### src/sv/layered_keymap_report_builder_unit_assert.svh
// Assertion macros for the keymap report builder
`ifndef LAYERED_KEYMAP_REPORT_BUILDER_UNIT_ASSERT_SVH
`define LAYERED_KEYMAP_REPORT_BUILDER_UNIT_ASSERT_SVH

// same-cycle implication
`define LKRB_ASSERT_NOW(lbl, ante, cons, msg) \
	lbl: assert property (@(posedge clk) disable iff (!arst_n) (ante) |-> (cons)) \
		else $error(msg);

// next-cycle implication
`define LKRB_ASSERT_NEXT(lbl, ante, cons, msg) \
	lbl: assert property (@(posedge clk) disable iff (!arst_n) (ante) |=> (cons)) \
		else $error(msg);

`endif

### src/sv/lkrb_pkg.sv
// Types and constants shared by the keymap report builder
`default_nettype none
package lkrb_pkg;

	typedef enum logic [1:0] {
		CMD_SCAN     = 2'd0,
		CMD_LOAD_ACT = 2'd1,
		CMD_LOAD_LAY = 2'd2,
		CMD_TICK     = 2'd3
	} cmd_t;

	typedef enum logic [1:0] {
		REG_TOP_LAYER = 2'd0,
		REG_ROWS      = 2'd1,
		REG_COLS      = 2'd2,
		REG_TERM      = 2'd3
	} reg_idx_t;

	localparam logic [3:0] ACT_KEY    = 4'd0;
	localparam logic [3:0] ACT_MOD    = 4'd1;
	localparam logic [3:0] ACT_LT     = 4'd2;
	localparam logic [3:0] ACT_MT     = 4'd3;
	localparam logic [3:0] ACT_MODKEY = 4'd4;

	localparam int SLOTS = 5;
	localparam int SCAN_BITS = 64;

	typedef struct packed {
		cmd_t        cmd;
		logic [3:0]  scan_dev;
		logic [3:0]  scan_mat;
		logic [63:0] scan_bits;
		logic [3:0]  layer;
		logic [2:0]  row;
		logic [3:0]  col;
		logic [15:0] action_word;
		logic [3:0]  layout_device;
		logic [3:0]  layout_matrix;
		logic [1:0]  layout_row;
		logic [3:0]  layout_col;
	} req_t;

	typedef struct packed {
		logic [7:0] modifiers;
		logic [7:0] key_0;
		logic [7:0] key_1;
		logic [7:0] key_2;
		logic [7:0] key_3;
		logic [7:0] key_4;
		logic       last;
	} res_t;

	typedef enum logic [3:0] {
		OP_NONE,
		OP_ACCEPT,
		OP_P1_RD,
		OP_P1_EV,
		OP_P1_SR,
		OP_P2_RD,
		OP_P2_ST,
		OP_P2_SR,
		OP_REP1,
		OP_REP2
	} op_t;

	typedef struct packed {
		op_t  op;
		logic key_step;
	} ctl_cmd_t;

	typedef struct packed {
		logic scan;
		logic empty;
		logic last_key;
		logic need_search;
		logic done;
		logic tapped;
	} ctl_sts_t;

endpackage
`default_nettype wire

### src/sv/lkrb_ctrl.sv
// Sequencer for the two key walks and the report output
`default_nettype none
module lkrb_ctrl
	import lkrb_pkg::*;
(
	input  wire logic     clk,
	input  wire logic     arst_n,
	input  wire logic     start,
	output logic          busy,
	input  wire ctl_sts_t sts,
	output ctl_cmd_t      cmd
);

	typedef enum logic [3:0] {
		S_IDLE, S_P1_RD, S_P1_EV, S_P1_SR, S_P2_RD, S_P2_ST, S_P2_SR, S_REP1, S_REP2
	} state_t;

	state_t state_q, state_n;

	assign busy = (state_q != S_IDLE);

	always_comb begin
		state_n = state_q;
		cmd.op = OP_NONE;
		cmd.key_step = 1'b0;
		unique case (state_q)
			S_IDLE: begin
				if (start) begin
					cmd.op = OP_ACCEPT;
					if (sts.scan)
						state_n = sts.empty ? S_REP1 : S_P1_RD;
				end
			end
			S_P1_RD: begin
				cmd.op = OP_P1_RD;
				state_n = S_P1_EV;
			end
			S_P1_EV: begin
				cmd.op = OP_P1_EV;
				if (sts.need_search) begin
					state_n = S_P1_SR;
				end else begin
					cmd.key_step = 1'b1;
					state_n = sts.last_key ? S_P2_RD : S_P1_RD;
				end
			end
			S_P1_SR: begin
				cmd.op = OP_P1_SR;
				if (sts.done) begin
					cmd.key_step = 1'b1;
					state_n = sts.last_key ? S_P2_RD : S_P1_RD;
				end
			end
			S_P2_RD: begin
				cmd.op = OP_P2_RD;
				state_n = S_P2_ST;
			end
			S_P2_ST: begin
				cmd.op = OP_P2_ST;
				state_n = S_P2_SR;
			end
			S_P2_SR: begin
				cmd.op = OP_P2_SR;
				if (sts.done) begin
					cmd.key_step = 1'b1;
					state_n = sts.last_key ? S_REP1 : S_P2_RD;
				end
			end
			S_REP1: begin
				cmd.op = OP_REP1;
				state_n = sts.tapped ? S_REP2 : S_IDLE;
			end
			S_REP2: begin
				cmd.op = OP_REP2;
				state_n = S_IDLE;
			end
			default: state_n = S_IDLE;
		endcase
	end

	always_ff @(posedge clk or negedge arst_n) begin
		if (!arst_n) begin
			state_q <= S_IDLE;
		end else begin
			state_q <= state_n;
		end
	end

endmodule
`default_nettype wire

### config.mk
export PLATFORM = sky130hd
export DESIGN_NAME = lkrb_ctrl
export DESIGN_NICKNAME = d
export VERILOG_FILES = /design/src/sv/layered_keymap_report_builder_unit_assert.svh /design/src/sv/lkrb_pkg.sv /design/src/sv/lkrb_ctrl.sv
export SDC_FILE = /design/constraint.sdc
export NUM_CORES = 1
export LEC_CHECK = 0
export ABC_AREA = 1
export BUFFER_PORTS_ARGS = -buffer_cell sky130_fd_sc_hd__buf_2
export CORE_AREA = 5 5 42 44
export DETAILED_ROUTE_END_ITERATION = 8
export DIE_AREA = 0 0 47 49
export GPL_ROUTABILITY_DRIVEN = 0
export GPL_TIMING_DRIVEN = 1
export PLACE_DENSITY_LB_ADDON = 0.08
export SLEW_MARGIN = 10
export SYNTH_ARGS = -nofsm -noshare
export SYNTH_HDL_FRONTEND = slang
export SYNTH_SLANG_ARGS = --single-unit
export TNS_END_PERCENT = 20
### constraint.sdc
create_clock -name clk -period 1.86 [get_ports clk]
set_input_delay 0.186 -clock clk [delete_from_list [all_inputs] [get_ports clk]]
set_output_delay 0.186 -clock clk [all_outputs]
set_load 0.01 [all_outputs]
==> qor.yml <==
outcome:
  status: "finished clean"
final_layout:
  layout-drive-gt1-share: 0.283
  final_nets: 103
  top_register: "state_q"
  reg.largest.list: "state_q: 4 flops"
  n_antenna_cell: 0
  fin_area_um2: 539
  fin_cells: 108
  syn2layout_area_growth_pct: 26.0
  largest_register_ffs: 4
synthesis:
  syn-instance-count: 75
  synth_top_family_by_area: "simple AND/OR/NAND/NOR gates"
  synth.area.mux_share: 0
  yosysUniqueCellTypes: 15
  synth_compound_area_frac: 0.0409
  avgSynthCellArea_um2: 5.71
  yosysWarnings: 0
  seq_area_frac_synth: 0.234
  ys_ff_latch: 4
  synth_area_um2: 428
  synth_xor_area_frac: 0
  syn-num-nets: 84
  synthSimpleGateAreaFrac: 0.585
  synth_adder_area_share: 0
floorplanning:
  die_w_um: 47
  floorplan.rows: 14
  die_h_um: 49
  ios: 15
  core_mm2: 0.00140
  start_util: 0.305
  die-area_mm2: 0.00230
sta:
  rsz0062_at_grt: "false"
  worst_pin_slew_ns: 0.430
  finalClockSkew_ns: 0.00146
  relSlewSlack: 0.713
  setup_tns_ns: 0
  hold_viol: 0
  max_freq_mhz: 604
  finalCriticalPeriod_ns: 1.66
  period_share: 0.891
  setup_violations: 0
  report.final.slew_viol_count: 0
power:
  power_uw: 861
  vdd_ir_drop_max_mv: 0.520
  power_density_mw_per_mm2: 1600
  p_leak_nw: 0.333
grt:
  grt.overflow.total: 0
  grt_max_degree: 13
  antenna_found_initial: 0
  grt.total_usage: 0.102
  grt_pass1_wl_um: 1730
  grt_pass1_vias: 425
critical_path:
  timing.rr.start: "state_q[3]$_DFFE_PN0P_"
  required_ns: 1.67
  start_kind: "flop"
  crit_start: "state_q[3]$_DFFE_PN0P_"
  cp_max_fo: 12
  critPathKind: "flop to primary output"
  endpoint_kind: "primary output"
  crit_arrival_ns: 1.47
  rr_worst_depth: 6
placed_design:
  portBuffers: 14
  hpwl_um: 844
  dpl_cell_area_um2: 507
  dp_cells: 104
hold_path:
  whs_path_depth: 2
  min_from: "sts[0]"
  hold_path.class: "input port to flop"
route:
  totalWireLength_um: 1030
  vias: 484
  first_pass_iters: 4
  drc: 0
  post_drt_wl_per_cell_um: 9.56
  postRouteAntennaNets: 0
  drt_iter0_markers: 7
  avgViaCountPerCell: 4.48
cts:
  root_buffer: "clkbuf_4"
  clk_path_buf_depth: 2
  cts.sinks: 4
  cts_resized: 0
  cts.htree.levels: 1
  cts_setup_buffers: 0
  hold_buffers: 1
  cts_tree: "built"
  numCtsBuffers: 3
  insertion_delay_ns: 0.23
  clk_pin_slew_ns: 0.04
flow_run:
  maxCapViolCount: 0
==> cell families (layout without fill, tap and decap cells) <==
group / Yosys count / count (layout)
AOI/OAI and AO/OA: 3 / 3
and+or+nand+nor: 54 / 54
DFF: 4 / 4
buffers and inverters: 14 / 31
==> area by class of cell <==
class | count | area, µm²
inverters | 13 | 48.8
multi-input cells | 57 | 268
flip-flops and latches | 4 | 100
clock buffers | 3 | 22.5
well taps | 16 | 20.0
repair buffers | 15 | 80.1
fillers | 174 | 862
==> metal layers <==
layer | wire length, µm | GRT usage | share of wire
met1 | 481 | 0.149 | 0.47
met2 | 478 | 0.140 | 0.46
met3 | 53 | 0.0111 | 0.051
met4 | 19 | 0.0553 | 0.018
met5 | 0 | 0 | 0
==> worst paths after layout <==
check,to,slack (ns)
setup / recovery,cmd[0],0.20
hold / removal,state_q[3]$_DFFE_PN0P_,0.21
setup reg to reg,state_q[0]$_DFFE_PN0P_,0.51
hold reg to reg,state_q[3]$_DFFE_PN0P_,0.59
max in group asynchronous,state_q[0]$_DFFE_PN0P_,1.45
min in group asynchronous,state_q[1]$_DFFE_PN0P_,0.29
==> where the power goes <==
group	leakage, nW	internal (mW)	total (mW)	switching (mW)
Combinational	0.268	0.210	0.578	0.369
Sequential	0.0513	0.123	0.175	0.0525
Clock	0.0138	0.0722	0.107	0.0353
Total	0.333	0.404	0.861	0.457
==> cells in the mapped netlist, drive strengths merged <==
cell	instances	area [µm²]
nand2	32	123
inv	13	48.8
nand3	11	55.1
nor2	6	40.0
dfrtp	4	100
nand3b	2	15.0
nor3	2	10.0
o21ai	2	10.0
a22oi	1	7.51
buf	1	11.3
nor3b	1	7.51
==> critical path: stages, from the launching register on <==
cell,delay (ns)
dfrtp_1,0.43
nor2_2,0.37
nand2_1,0.12
nand2_1,0.10
nand2_1,0.05
nand2_1,0.04
buf_2,0.12
==> layout by cell type (no fill, tap or decap) <==
| master | instances |
|---|---|
| nand2_1 | 31 |
| nor3_1 | 2 |
| dlygate4sd3_1 | 1 |
| nand3b_1 | 2 |
| nor2_2 | 4 |
| buf_2 | 14 |
| o21ai_0 | 2 |
| inv_1 | 10 |
| nor3b_1 | 1 |
| inv_2 | 3 |
| clkbuf_4 | 3 |
| nand2_2 | 1 |
| dfrtp_1 | 4 |
| a22oi_1 | 1 |
| nand3_1 | 11 |
| nor2_1 | 1 |
| nor2_4 | 1 |
==> per-stage QoR <==
step	utilization	setup WS, ns	hold WS [ns]
floorplan	-	0.714	-0.110
global placement	0.362	0.460	-0.00514
detailed placement	0.362	0.458	-0.00745
CTS	0.385	0.199	0.205
global route	0.385	0.0211	0.202
finish	0.385	0.203	0.210
No activity file was read; power rests on OpenSTA's default activity.
